## src/rtl/qet_pkg.sv

```systemverilog
// qet_pkg: shared types, constants and the quadrature table for the encoder tracker.
// No dependencies; every rtl file imports it.
`default_nettype none
package qet_pkg;

  localparam int unsigned NUM_ENCODERS = 8;
  localparam int unsigned ENC_IDX_W    = 3;
  localparam int unsigned PADDR_W      = 5;

  typedef enum logic [1:0] {
    DIR_NONE = 2'd0,
    DIR_CW   = 2'd1,
    DIR_CCW  = 2'd2
  } dir_t;

  typedef enum logic [2:0] {
    REG_SWAP    = 3'd0,
    REG_SAMPLES = 3'd1,
    REG_TURN    = 3'd2,
    REG_LSTEP   = 3'd3,
    REG_THRESH  = 3'd4,
    REG_HOLD    = 3'd5
  } reg_idx_t;

  typedef struct packed {
    logic        swap_channels;
    logic [7:0]  samples_until_valid;
    logic [15:0] steps_per_turn;
    logic [15:0] logical_step;
    logic [6:0]  direction_threshold;
    logic [15:0] direction_hold;
  } cfg_t;

  typedef struct packed {
    logic [1:0]  phase;
    dir_t        pending_step;
    logic [7:0]  filter_countdown;
    logic [15:0] direction_countdown;
    dir_t        direction_latched;
    logic [7:0]  net_steps;
    logic [15:0] position_physical;
    logic [15:0] position_logical;
  } enc_state_t;

  // entry[5:4]: emit (01 CW, 10 CCW), entry[1:0]: next phase
  localparam logic [5:0] QUAD_TABLE [16] = '{
    6'h00, 6'h11, 6'h22, 6'h03,
    6'h20, 6'h01, 6'h02, 6'h13,
    6'h10, 6'h01, 6'h02, 6'h23,
    6'h00, 6'h21, 6'h12, 6'h03
  };

endpackage
`default_nettype wire

```

## src/rtl/qet_cfg.sv

```systemverilog
// qet_cfg: APB register file holding the tracker configuration.
// Depends on qet_pkg.
`default_nettype none
module qet_cfg
  import qet_pkg::*;
(
  input  wire logic               clk,
  input  wire logic               rst,
  input  wire logic               psel,
  input  wire logic               penable,
  input  wire logic               pwrite,
  input  wire logic [PADDR_W-1:0] paddr,
  input  wire logic [31:0]        pwdata,
  output logic [31:0]             prdata,
  output logic                    pready,
  output cfg_t                    cfg
);

  reg_idx_t reg_idx;
  logic     wr_en;

  assign reg_idx = reg_idx_t'(paddr[PADDR_W-1:2]);
  assign pready  = 1'b1;
  assign wr_en   = psel && penable && pwrite && pready;

  always_ff @(posedge clk) begin
    if (rst) begin
      cfg.swap_channels       <= 1'b0;
      cfg.samples_until_valid <= 8'd4;
      cfg.steps_per_turn      <= 16'd24;
      cfg.logical_step        <= 16'd1;
      cfg.direction_threshold <= 7'd1;
      cfg.direction_hold      <= 16'd100;
    end else if (wr_en) begin
      unique case (reg_idx)
        REG_SWAP:    cfg.swap_channels       <= pwdata[0];
        REG_SAMPLES: cfg.samples_until_valid <= pwdata[7:0];
        REG_TURN:    cfg.steps_per_turn      <= pwdata[15:0];
        REG_LSTEP:   cfg.logical_step        <= pwdata[15:0];
        REG_THRESH:  cfg.direction_threshold <= pwdata[6:0];
        REG_HOLD:    cfg.direction_hold      <= pwdata[15:0];
        default: ;
      endcase
    end
  end

  always_comb begin
    unique case (reg_idx)
      REG_SWAP:    prdata = {31'd0, cfg.swap_channels};
      REG_SAMPLES: prdata = {24'd0, cfg.samples_until_valid};
      REG_TURN:    prdata = {16'd0, cfg.steps_per_turn};
      REG_LSTEP:   prdata = {16'd0, cfg.logical_step};
      REG_THRESH:  prdata = {25'd0, cfg.direction_threshold};
      REG_HOLD:    prdata = {16'd0, cfg.direction_hold};
      default:     prdata = 32'd0;
    endcase
  end

endmodule
`default_nettype wire

```

## src/rtl/qet_update.sv

```systemverilog
// qet_update: one poll tick for one encoder: decode, step filter, position and direction.
// Pure combinational; depends on qet_pkg.
`default_nettype none
module qet_update
  import qet_pkg::*;
(
  input  wire cfg_t       cfg,
  input  wire enc_state_t cur,
  input  wire logic       pin_a,
  input  wire logic       pin_b,
  output enc_state_t      nxt,
  output dir_t            step
);

  always_comb begin
    logic [1:0]        pins;
    logic [5:0]        entry;
    dir_t              emit_dir;
    logic [15:0]       p;
    logic signed [8:0] delta;
    logic signed [8:0] thr;

    pins     = cfg.swap_channels ? {pin_a, pin_b} : {pin_b, pin_a};
    entry    = QUAD_TABLE[{cur.phase, pins}];
    emit_dir = entry[5] ? DIR_CCW : DIR_CW;
    thr      = $signed({2'b00, cfg.direction_threshold});
    p        = cur.position_physical;
    delta    = $signed({cur.net_steps[7], cur.net_steps});
    nxt      = cur;
    step     = DIR_NONE;

    if (cur.filter_countdown != 8'd0) nxt.filter_countdown = cur.filter_countdown - 8'd1;
    if (cur.direction_countdown != 16'd0) begin
      nxt.direction_countdown = cur.direction_countdown - 16'd1;
    end else begin
      nxt.direction_latched = DIR_NONE;
    end

    nxt.phase = entry[1:0];

    if (entry[5:4] != 2'b00) begin
      if (cur.pending_step == DIR_NONE) begin
        nxt.pending_step     = emit_dir;
        nxt.filter_countdown = cfg.samples_until_valid;
      end else if (cur.pending_step == emit_dir) begin
        nxt.filter_countdown = cfg.samples_until_valid;
        step                 = emit_dir;
      end else begin
        nxt.pending_step     = DIR_NONE;
        nxt.filter_countdown = 8'd0;
      end
    end else if (cur.pending_step != DIR_NONE && nxt.filter_countdown == 8'd0) begin
      step             = cur.pending_step;
      nxt.pending_step = DIR_NONE;
    end

    if (step == DIR_CCW) begin
      p = cur.position_physical - 16'd1;
      if (p >= cfg.steps_per_turn) p = cfg.steps_per_turn - 16'd1;
      nxt.position_logical = cur.position_logical - cfg.logical_step;
      delta = delta - 9'sd1;
      if (delta <= -thr) begin
        delta                   = 9'sd0;
        nxt.direction_latched   = DIR_CCW;
        nxt.direction_countdown = cfg.direction_hold;
      end
    end else if (step == DIR_CW) begin
      p = cur.position_physical + 16'd1;
      if (p >= cfg.steps_per_turn) p = 16'd0;
      nxt.position_logical = cur.position_logical + cfg.logical_step;
      delta = delta + 9'sd1;
      if (delta >= thr) begin
        delta                   = 9'sd0;
        nxt.direction_latched   = DIR_CW;
        nxt.direction_countdown = cfg.direction_hold;
      end
    end
    nxt.net_steps         = delta[7:0];
    nxt.position_physical = p;
  end

endmodule
`default_nettype wire

```

## src/rtl/quadrature_encoder_tracker.sv

```systemverilog
// quadrature_encoder_tracker: top level; input register, per-encoder state, result register.
// Depends on qet_pkg, qet_cfg, qet_update.
//
//  channel  direction  handshake                     payload
//  tick     in         tick_valid / tick_stall       encoder_index, pin_a, pin_b
//  result   out        result_valid / result_stall   encoder_echo, step_taken,
//                                                    physical_position, logical_position,
//                                                    direction_now
//  config   in         APB psel/penable/pready       paddr, pwdata, prdata
//
// One word per cycle while result_stall is low; an accepted tick passes the tick register, then the result register.
// The tick register feeds the per-encoder update and the result register in one pass;
// state is written at the same edge, so a tick for the same encoder follows directly.
// Reset clears all encoder state and loads the register defaults; no clearing pass.
// A stalled result holds the result register; the tick register still fills behind it.
`default_nettype none
module quadrature_encoder_tracker
  import qet_pkg::*;
(
  input  wire logic                 clk,
  input  wire logic                 rst,
  input  wire logic                 tick_valid,
  output logic                      tick_stall,
  input  wire logic [ENC_IDX_W-1:0] encoder_index,
  input  wire logic                 pin_a,
  input  wire logic                 pin_b,
  output logic                      result_valid,
  input  wire logic                 result_stall,
  output logic [ENC_IDX_W-1:0]      encoder_echo,
  output logic [1:0]                step_taken,
  output logic [15:0]               physical_position,
  output logic [15:0]               logical_position,
  output logic [1:0]                direction_now,
  input  wire logic                 psel,
  input  wire logic                 penable,
  input  wire logic                 pwrite,
  input  wire logic [PADDR_W-1:0]   paddr,
  input  wire logic [31:0]          pwdata,
  output logic [31:0]               prdata,
  output logic                      pready
);

  cfg_t                 cfg;
  enc_state_t           enc_state [NUM_ENCODERS];
  enc_state_t           cur;
  enc_state_t           nxt;
  dir_t                 step;
  logic                 s_vld;
  logic [ENC_IDX_W-1:0] s_index;
  logic                 s_a;
  logic                 s_b;
  logic                 s_idx_ok;
  logic                 adv;
  logic                 fire;

  qet_cfg u_cfg (
    .clk     (clk),
    .rst     (rst),
    .psel    (psel),
    .penable (penable),
    .pwrite  (pwrite),
    .paddr   (paddr),
    .pwdata  (pwdata),
    .prdata  (prdata),
    .pready  (pready),
    .cfg     (cfg)
  );

  assign cur      = enc_state[s_index];
  assign s_idx_ok = (32'(s_index) < NUM_ENCODERS);

  qet_update u_update (
    .cfg   (cfg),
    .cur   (cur),
    .pin_a (s_a),
    .pin_b (s_b),
    .nxt   (nxt),
    .step  (step)
  );

  assign adv        = !result_valid || !result_stall;
  assign fire       = s_vld && adv;
  assign tick_stall = s_vld && !adv;

  always_ff @(posedge clk) begin
    if (rst) begin
      s_vld <= 1'b0;
    end else if (!tick_stall) begin
      s_vld <= tick_valid;
    end
    if (tick_valid && !tick_stall) begin
      s_index <= encoder_index;
      s_a     <= pin_a;
      s_b     <= pin_b;
    end
  end

  always_ff @(posedge clk) begin
    if (rst) begin
      for (int i = 0; i < NUM_ENCODERS; i++) enc_state[i] <= '0;
    end else if (fire && s_idx_ok) begin
      enc_state[s_index] <= nxt;
    end
  end

  always_ff @(posedge clk) begin
    if (rst) begin
      result_valid <= 1'b0;
    end else if (adv) begin
      result_valid <= s_vld;
    end
    if (fire) begin
      encoder_echo <= s_index;
      if (s_idx_ok) begin
        step_taken        <= step;
        physical_position <= nxt.position_physical;
        logical_position  <= nxt.position_logical;
        direction_now     <= nxt.direction_latched;
      end else begin
        step_taken        <= DIR_NONE;
        physical_position <= 16'd0;
        logical_position  <= 16'd0;
        direction_now     <= DIR_NONE;
      end
    end
  end

  a_stall_only_on_backpressure: assert property (@(posedge clk) disable iff (rst)
    tick_stall |-> (s_vld && result_valid && result_stall))
    else $error("tick stalled without result backpressure");

  a_fire_gives_result: assert property (@(posedge clk) disable iff (rst)
    fire |=> (result_valid && encoder_echo == $past(s_index)))
    else $error("tick word did not reach result register");

  a_codes_legal: assert property (@(posedge clk) disable iff (rst)
    result_valid |-> (step_taken != 2'd3 && direction_now != 2'd3))
    else $error("illegal direction code on result");

  a_phys_in_range: assert property (@(posedge clk) disable iff (rst)
    (s_vld && step != DIR_NONE && cfg.steps_per_turn != 16'd0)
      |-> (nxt.position_physical < cfg.steps_per_turn))
    else $error("physical position out of turn range after step");

endmodule
`default_nettype wire

```

## config.mk

```make
export PLATFORM = sky130hd
export DESIGN_NAME = quadrature_encoder_tracker
export DESIGN_NICKNAME = d
export VERILOG_FILES = /design/src/rtl/qet_pkg.sv /design/src/rtl/qet_cfg.sv /design/src/rtl/qet_update.sv /design/src/rtl/quadrature_encoder_tracker.sv
export SDC_FILE = /design/constraint.sdc
export NUM_CORES = 1
export LEC_CHECK = 0
export BUFFER_PORTS_ARGS = -buffer_cell sky130_fd_sc_hd__buf_2
export CAP_MARGIN = 25
export CORE_MARGIN = 5
export CORE_UTILIZATION = 23
export DETAILED_ROUTE_END_ITERATION = 10
export PLACE_DENSITY = 0.34
export RECOVER_POWER = 50
export SLEW_MARGIN = 20
export SYNTH_ARGS = -nofsm -noshare
export SYNTH_HDL_FRONTEND = slang
export SYNTH_SLANG_ARGS = --single-unit
```

## constraint.sdc

```tcl
create_clock -name clk -period 14.22 [get_ports clk]
set_input_delay 1.422 -clock clk [delete_from_list [all_inputs] [get_ports clk]]
set_output_delay 1.422 -clock clk [all_outputs]
set_load 0.05 [all_outputs]
```

# Yosys cells after proc, flatten, opt, wreduce, memory -nomap -nowiden
# Memories as Yosys holds them, arrays and structs flattened. A register that Yosys moved wholly into a read port is not among the register bits.
# Index checks and enable logic that the tools add are counted.
[totals]
elab_cells = 108
memories = 2
rom_bits = 96
ram_bits = 560
register_bits = 110
[memory_table]
columns = ["name", "depth", "width", "read_ports", "rd_ports_with_merged_regs", "wr", "line", "rtl"]
rows = [
  ["enc_state", 8, 70, 1, 1, 8, "quadrature_encoder_tracker.sv:44", "enc_state_t enc_state [NUM_ENCODERS];"],
  ["(name not given)", 16, 6, 1, 0, 0, "qet_update.sv:24", "entry = QUAD_TABLE[{cur.phase, pins}];"],
]
[classes]
n_reduce_logical = 25
n_eq_ne = 8
order_cmp = 5
addsub = 10
bitwise = 1
muxes = 41
[op_table]
columns = ["cell", "count"]
rows = [
  ["16-bit two-way mux", 7],
  ["16-bit one-hot mux with 6 select lines", 1],
  ["18-bit two-way mux", 4],
  ["70-bit two-way mux", 1],
  ["70-bit OR reduction", 1],
  ["8-bit two-way mux", 7],
  ["16-bit by 1-bit subtractor with 16-bit output, second input constant", 3],
  ["16-bit greater-or-equal comparator", 2],
  ["2-bit two-way mux", 10],
  ["16-bit by 1-bit adder with 16-bit output, second input constant", 1],
  ["16-bit adder", 1],
  ["16-bit nonzero test", 1],
  ["16-bit subtractor", 1],
  ["6-bit two-way mux", 2],
  ["2-bit AND reduction", 6],
  ["10-bit two-way mux", 1],
  ["8-bit by 2-bit adder with 9-bit output, second input constant", 1],
  ["9-bit by 8-bit greater-or-equal comparator with 1-bit output", 1],
  ["9-bit <= comparator", 1],
  ["7-bit negator with 9-bit output", 1],
  ["8-bit by 2-bit subtractor with 9-bit output, second input constant", 1],
  ["8-bit zero test", 1],
  ["8-bit nonzero test", 1],
  ["8-bit by 1-bit subtractor with 8-bit output, second input constant", 1],
  ["16 further kinds", 33],
]

# Longest topological paths before layout
# Gate-level depths: netlist of run 1.
[logic_depth]
depth_word = 14
mapped_depth = 27

# Cells and area by module
# From an unflattened synthesis of run 1, not the netlist that was laid out.
[unflattened]
cells_unflattened = 2704
area_unflattened_um2 = 35601.6
[modules_own_cells]
columns = ["module", "n_inst", "cells_each", "area_each_um2"]
rows = [
  ["quadrature_encoder_tracker", 1, 1512, 26515.4],
  ["qet_update", 1, 840, 5799.3],
  ["qet_cfg", 1, 352, 3286.9],
]

# Worst setup path before layout of run 1
# No wires, ideal clock.
[synth_timing]
kind = "reg-to-reg"
startpoint = "register (tool-made name)"
endpoint = "memory enc_state[2][15] (netlist name), data pin"
setup_time_ps = 265
required_ps = 13955
period_less_slack_ps = 6212
path_slack_ps = 8008
arrival_ps = 5946
stages_incl_launch_ff = 23
cell_sequence = "dfxtp_1 > buf_4 > buf_6 > buf_6 > buf_4 > buf_6 > buf_4 > buf_2 > buf_2 > buf_2 > mux4_2 > mux2_2 > ha_1 > or2_2 > a21oi_1 > a21oi_1 > a41oi_1 > a211oi_1 > a221o_1 > or3_1 > mux4_2 > xnor2_4 > nor2_2"
[synth_lines]
columns = ["element", "line"]
rows = [
  ["to (decl)", "quadrature_encoder_tracker.sv:44"],
]

==> impl_metrics.yaml, run 1 <==
outcome:
  status: "finished, violations left"
  violations: "capacitance limit, slew limit"
cts:
  cts_buffers: 83
  cts-root-buf: "clkbuf_16"
  clk_pin_slew_ns: 0.06
  clock-sinks: 673
  post_cts_buffers: 0
  cts_tree: "yes"
  clockBufferDepth: 3
  ctsHoldBuffers: 0
  clk_latency_ns: 0.70
  htreeDepth: 3
  postCtsResizedCells: 0
layout:
  area_growth_pct: 14.56
  final_cell_mix: "604 x edfxtp_1, 421 x nor2_1, 253 x a21oi_1, 177 x nand2_1, 142 x mux4_2"
  fin_nets: 3074
  n_fill_cell: 15800
  fin_area_sq_um: 40230
  drive_gt1_share_pct: 15.48
  final_common_cell: "edfxtp_1"
power_and_ir_drop:
  pwr_density_cell_nw_per_um2: 134.9
  leakagePower_nw: 13.98
  ir_drop_uv: 78.91
worst_setup_path:
  required_ns: 14.51
  critical_path_buf_inv_count: 2
  cp-end-kind: "register"
  crit_path_max_fanout: 39
  reg2reg_depth: 15
  crit_path_start_kind: "register"
  r2r_slack_ns: 4.37
  cp_top_family: "buffers and inverters"
  slowest_delay_ns: 2.26
  cp.arrival_ns: 10.14
  worstPathCellList: "clkbuf_1, buf_4, mux4_2, mux2i_1, nand3_1, or3_1, nor2_1, xnor2_1, ha_1, a211oi_1, a21oi_1, or2_2, or3_1, a21oi_1, nor3_1"
  crit_type: "register to register"
  slowest_stage: "clkbuf_1"
  rr_endpoint: "enc_state[6][42]"
sta:
  max_slew.worst_pin.slew_ns: 4.227
  fin_skew_ns: 0.04512
  setup_viol: 0
  rsz0062_at_grt: "no"
  period_needed_ns: 9.854
  fmax_mhz: 101.5
  layout_setup_ws_ns: 4.366
  slew_headroom_pct: -181.8
  final.setup.tns_ns: 0
  slew_violations: 1052
  finalCritPeriodShare_pct: 69.30
  hold_viol_final: 0
drt:
  drt-vias-per-instance: 4.789
  dr_total_vias: 24128
  firstDrtPassIters: 7
  wire_per_inst_microns: 25.39
  post-route-drc-count: 0
  drt_iter0_drc: 1789
  routed_wl_microns: 127900
  ant_nets: 0
die:
  initial_core_util_pct: 23.12
  pin_count: 123
  rows: 143
  core_sq_um: 151900
  dieArea_sq_um: 160600
  die_x_microns: 400.8
  dieHeight_microns: 400.8
yosys:
  synth_area_sq_um: 35120
  synth_cell_types: 97
  postSynthCellCount: 2891
  yosys_warnings: 0
  async_reset_ff_share_pct: 0
  synth_flop_cell: "edfxtp_1"
  ys_seq_area_share_pct: 55.58
  synth_seq_cells: 673
  synth-edff-count: 604
  syn_avg_cell_area_sq_um: 12.15
global_route:
  track_usage_pct: 15.60
  overflow: 0
  grt_pass1_wl_microns: 183300
  grt_max_degree: 73
  antenna_found_initial: 9
  grt_pass1_vias: 25335
worst_hold_path:
  hold_depth: 2
  worstHoldPathType: "register to register"
  hold_end: "u_cfg.cfg[4]"
  hold_start: "u_cfg.cfg[4]"
run:
  cap_violations: 29
placement:
  io_buffers: 87
  dpl_worst_slack_ns: 6.758
  gp_congestion: 0.7834
  place_hpwl_microns: 80170
  place_area_sq_um: 37750
[worst max-delay path by stage]
| stage | startpoint | end | cells after the start |
|---|---|---|---|
| 6_report | register | enc_state[6][42] | 15 |
| 4_1_cts | register | enc_state[7][42] | 15 |
| 5_1_grt | register | enc_state[3][48] | 16 |
| 3_3_place_gp | register | enc_state[6][42] | 15 |
| 3_5_place_dp | register | enc_state[7][42] | 15 |
| 2_1_floorplan | register | enc_state[2][15] | 22 |
[registers in the layout (all words and copies together), names as in the netlist, 2 cells and up, named ones only]
signal             flops
u_cfg.cfg             64
enc_state            560
physical_position     16
step_taken             2
logical_position      16
encoder_echo           3
s_index                3
direction_now          2
[cells by family (layout without fill, tap and decap cells)]
group / count (synthesis) / in the layout / share of synthesized area, %
other cells: 2 / 22 / 0.02138
mux: 285 / 285 / 13.30
fa+ha+maj: 87 / 87 / 3.142
compound gates: 540 / 540 / 10.19
flops: 673 / 673 / 55.58
buf+inv: 301 / 398 / 3.944
xor+xnor: 81 / 81 / 2.116
simple gates: 922 / 922 / 11.71
[worst register-to-register path, cell delays in order (launching register included)]
cell	delay, ns
dfxtp_1	1.31
clkbuf_1	2.27
buf_4	0.81
mux4_2	0.46
mux2i_1	0.74
nand3_1	0.38
or3_1	0.51
nor2_1	0.17
xnor2_1	0.18
ha_1	0.32
a211oi_1	0.26
a21oi_1	0.11
or2_2	0.47
or3_1	0.71
a21oi_1	0.66
nor3_1	0.11
[metal layers]
layer	up-vias	routed length, microns	share of wire, %	track usage, %
li1	10886	-	-	-
met1	12483	55360	43	19.98
met2	623	64360	50	27.52
met3	134	5409	4.2	2.196
met4	2	2773	2.2	4.305
met5	-	12	0.0094	0
[synth_stat cells (6+ instances only)]
cell      number  share of area, %
buf_2         34              0.48
and3_1        11              0.20
nand2b_1      20              0.36
dfxtp_1       69               3.9
a211oi_2      17              0.61
edfxtp_1     604                52
a21o_1        28              0.60
nor3_1       123               1.8
mux2_2        33               1.1
buf_4         38              0.81
o21ai_0       58              0.83
mux2i_1      109               3.1
nand3b_1       6              0.13
o21ai_1       19              0.27
buf_1         10              0.11
nand4_1       20              0.36
o21bai_1       7              0.15
and2_1        13              0.23
mux4_2       142               9.1
xnor2_1       56               1.4
ha_1          85               3.0
inv_1        102               1.1
a211o_1        8              0.20
buf_6          9              0.29
o221a_2        6              0.19
nand2_1      179               1.9
nor2_2         9              0.16
a21oi_1      254               3.6
xor2_1        22              0.55
a211oi_1       8              0.17
o211ai_1      11              0.24
a22oi_1       19              0.41
nand3_1       56              0.80
inv_2          6             0.064
or3_1         17              0.30
clkbuf_1     101               1.1
nor2b_1       13              0.23
or2_2          9              0.16
o21ai_2        6              0.15
o22ai_1       10              0.18
o21a_1        14              0.30
nor2_1       421               4.5
[layout make-up]
cell class,count,area (sq um),area share [%]
timing repair buffer,139,749.5,1.863
antenna,5,12.51,0.03110
multi-input combinational,1932,14290,35.51
inverter,109,411.6,1.023
clock inverter,46,488.0,1.213
tap,2030,2540,6.313
sequential,673,19530,48.53
clock buffer,104,2220,5.517
[where the power goes]
| part | switching, mW | leakage (nW) | internal (mW) |
|---|---|---|---|
| sequential | 0.0334 | 6.77 | 2.25 |
| clock | 0.877 | 1.31 | 1.27 |
| combinational | 0.692 | 5.91 | 0.308 |
[per-stage QoR]
step | power, mW | utilization, % | std cells | hold slack [ns]
3_5_place_dp | 3.338 | 24.85 | 4882 | 0.4799
3_3_place_gp | 3.327 | 24.85 | 4882 | 0.4720
6_report | 5.426 | 26.49 | 5038 | 0.4859
2_1_floorplan | 3.002 | - | 2906 | 0.4476
4_1_cts | 5.516 | 26.64 | 5032 | 0.4885
5_1_grt | 5.671 | 26.48 | 5034 | 0.5068
No activity file was read; power rests on OpenSTA's default activity.
==> inputs of run 2 (changes only) <==
--- a/config.mk
+++ b/config.mk
@@ -10,7 +10,7 @@
 export CORE_MARGIN = 5
 export CORE_UTILIZATION = 23
 export DETAILED_ROUTE_END_ITERATION = 10
-export PLACE_DENSITY = 0.34
+export PLACE_DENSITY = 0.35
 export RECOVER_POWER = 50
 export SLEW_MARGIN = 20
 export SYNTH_ARGS = -nofsm -noshare
==> constraint.sdc (replaced) <==
create_clock -name clk -period 8.4 [get_ports clk]
set_input_delay 0.84 -clock clk [delete_from_list [all_inputs] [get_ports clk]]
set_output_delay 0.84 -clock clk [all_outputs]
set_load 0.05 [all_outputs]
==> run 2 against run 1 <==
Clock skew decreased by 0.0069 ns. Utilization increased by 0.18 points. Register-to-register slack got worse by 2.5 ns. Final cell count increased by 0.52%. Highest routed layer unchanged. Total power increased by 70%. Sequential share of layout area decreased by 0.31 points. Clock power increased by 69%. Via count increased by 1.4%. Flip-flop and latch count unchanged. Critical path type is now input port to register. Sequential power increased by 69%. The flow still finishes with violations (capacitance limit, slew limit). Critical path depth decreased by 9. Worst hold slack got worse by 0.14 ns.
==> impl_metrics.yaml, run 2 (same netlist as run 1, synthesis figures left out) <==
worst_setup_path:
  crit_path_max_fanout: 76
  cp-end-kind: "register"
  cp.arrival_ns: 7.70
  rr_endpoint: "enc_state[5][42]"
  timing.critical_path.mode_cell: "nor3_1"
  slowest_stage: "clkbuf_1"
  worstPathCellList: "buf_2, clkbuf_1, nor3_1, nand2_1, clkbuf_2, nor3_1"
  critical_path_buf_inv_count: 3
  cp_top_family: "buffers and inverters"
  slowest_delay_ns: 2.78
  crit_path_start_kind: "input port"
  required_ns: 8.75
  crit_type: "input port to register"
  reg2reg_depth: 18
  r2r_slack_ns: 1.84
power_and_ir_drop:
  ir_drop_uv: 126.1
  pwr-share-clk_pct: 39.3
  combinationalPowerShare_pct: 18.8
  p_int_mw: 6.445
  fin_total_pwr_mw: 9.224
  pwr_density_cell_nw_per_um2: 227.8
  leakagePower_nw: 14.15
  power.net_switching_mw: 2.779
  seqPwrFrac_pct: 41.9
  p_sw_share_pct: 30.13
die:
  initial_core_util_pct: 23.12
  core_sq_um: 151900
  die_x_microns: 400.8
  pin_count: 123
  dieHeight_microns: 400.8
  dieArea_sq_um: 160600
  rows: 143
global_route:
  overflow: 0
  track_usage_pct: 15.74
  grt_pass1_wl_microns: 184800
  grt_pass1_vias: 25244
  antenna_found_initial: 12
  grt_max_degree: 77
sta:
  finalCritPeriodShare_pct: 87.47
  layout_setup_ws_ns: 1.053
  period_needed_ns: 7.347
  setup_viol: 0
  slew_headroom_pct: -173.8
  fmax_mhz: 136.1
  max_slew.worst_pin.slew_ns: 4.107
  finalHoldWorstSlack_ns: 0.3427
  rsz0062_at_grt: "no"
  slew_violations: 502
  fin_skew_ns: 0.03823
  hold_viol_final: 0
  final.setup.tns_ns: 0
worst_hold_path:
  hold_end: "s_a"
  hold_start: "pin_a"
  hold_depth: 1
  worstHoldPathType: "input port to register"
placement:
  dpl_worst_slack_ns: 1.849
  place_hpwl_microns: 82390
  gp_congestion: 0.8299
  io_buffers: 87
  place_inst: 4902
cts:
  htreeDepth: 3
  post_cts_buffers: 0
  clk_pin_slew_ns: 0.05
  postCtsResizedCells: 0
  clockBufferDepth: 3
  cts_buffers: 85
  cts-root-buf: "clkbuf_16"
  clk_latency_ns: 0.70
  clock-sinks: 673
  ctsHoldBuffers: 0
  cts_tree: "yes"
layout:
  area_growth_pct: 15.32
  seq_area_sq_um: 19530
  top_regs: "enc_state x560, u_cfg.cfg x64"
  largest_reg_flops: 560
  regMostFlops: "enc_state"
  final_cell_mix: "604 x edfxtp_1, 420 x nor2_1, 253 x a21oi_1, 177 x nand2_1, 142 x mux4_2"
  n_fill_cell: 15765
  final_common_cell: "edfxtp_1"
  multi_input_area_sq_um: 14380
  fin_nets: 3097
  final_cells: 5064
  drive_gt1_share_pct: 16.86
outcome:
  violations: "capacitance limit, slew limit"
  status: "finished, violations left"
drt:
  ant_nets: 0
  wire_per_inst_microns: 25.56
  highest_layer: "met5"
  post-route-drc-count: 0
  firstDrtPassIters: 5
  wl_met1_microns: 59880
  drt_iter0_drc: 1884
  drt-vias-per-instance: 4.833
  dr_total_vias: 24474
  met3_length_microns: 6952
  routed_wl_microns: 129400
  dr_wl_met2_microns: 59670
run:
  cap_violations: 14
[run 2: cell types whose count changed in the layout (fill, tap and decap cells not counted), moves of 3 or more]
cell        previous run  this run
nand2b_1              20        15
buf_2                 41        44
nand2b_4               0         5
clkbuf_2               0        10
clkinv_1              17        13
buf_4                 34        51
clkinvlp_4             5         2
[run 2: area by class of cell]
type / count / share of cell area, %
well taps: 2030 / 6.272
clock buffers: 114 / 5.573
diodes: 4 / 0.02472
clock inverters: 42 / 1.140
multi-input cells: 1932 / 35.50
inverters: 109 / 1.016
flip-flops and latches: 673 / 48.22
repair buffers: 160 / 2.252
[run 2: metal layers]
metal	track usage [%]	vias to the layer above
met5	0	-
met4	3.983	2
met3	2.658	159
met2	25.43	673
met1	21.98	12713
li1	-	10927
[run 2: power groups by stage]
stage / Sequential (mW) / Combinational [mW] / Clock, mW
3_5_place_dp: 3.93 / 1.75 / 0
5_1_grt: 3.88 / 1.88 / 3.87
6_report: 3.86 / 1.73 / 3.63
3_3_place_gp: 3.93 / 1.75 / 0
4_1_cts: 3.87 / 1.76 / 3.73
2_1_floorplan: 3.96 / 1.12 / 0
[run 2: worst max-delay path by stage]
| stage | start | end | slack, ns | depth (start not counted) |
|---|---|---|---|---|
| floorplan | register | enc_state[2][15] | 2.19 | 22 |
| global placement | register | enc_state[1][42] | 1.84 | 15 |
| detailed placement | register | enc_state[4][42] | 1.85 | 15 |
| CTS | register | enc_state[4][42] | 1.83 | 15 |
| global route | rst | enc_state[6][18] | 0.65 | 7 |
| finish | rst | enc_state[2][36] | 1.05 | 6 |
[run 2: metrics by stage]
step | instance area [sq um] | utilization (%)
4_1_cts | 40650 | 26.76
5_1_grt | 40490 | 26.66
2_1_floorplan | 35180 | -
6_report | 40500 | 26.66
3_5_place_dp | 37930 | 24.97
3_3_place_gp | 37920 | 24.96
[run 2: worst register-to-register path, delay by kind of cell, from the launching register on]
| kind | cells | cell delay, ns |
|---|---|---|
| flip-flops | 1 | 0.68 |
| buffers and inverters | 4 | 1.31 |
| XOR/XNOR | 1 | 0.29 |
| AND/OR/NAND/NOR | 7 | 2.30 |
| multiplexers | 2 | 0.74 |
| AO/OA/AOI/OAI | 3 | 0.60 |
| adder cells (fa/ha/maj) | 1 | 0.30 |
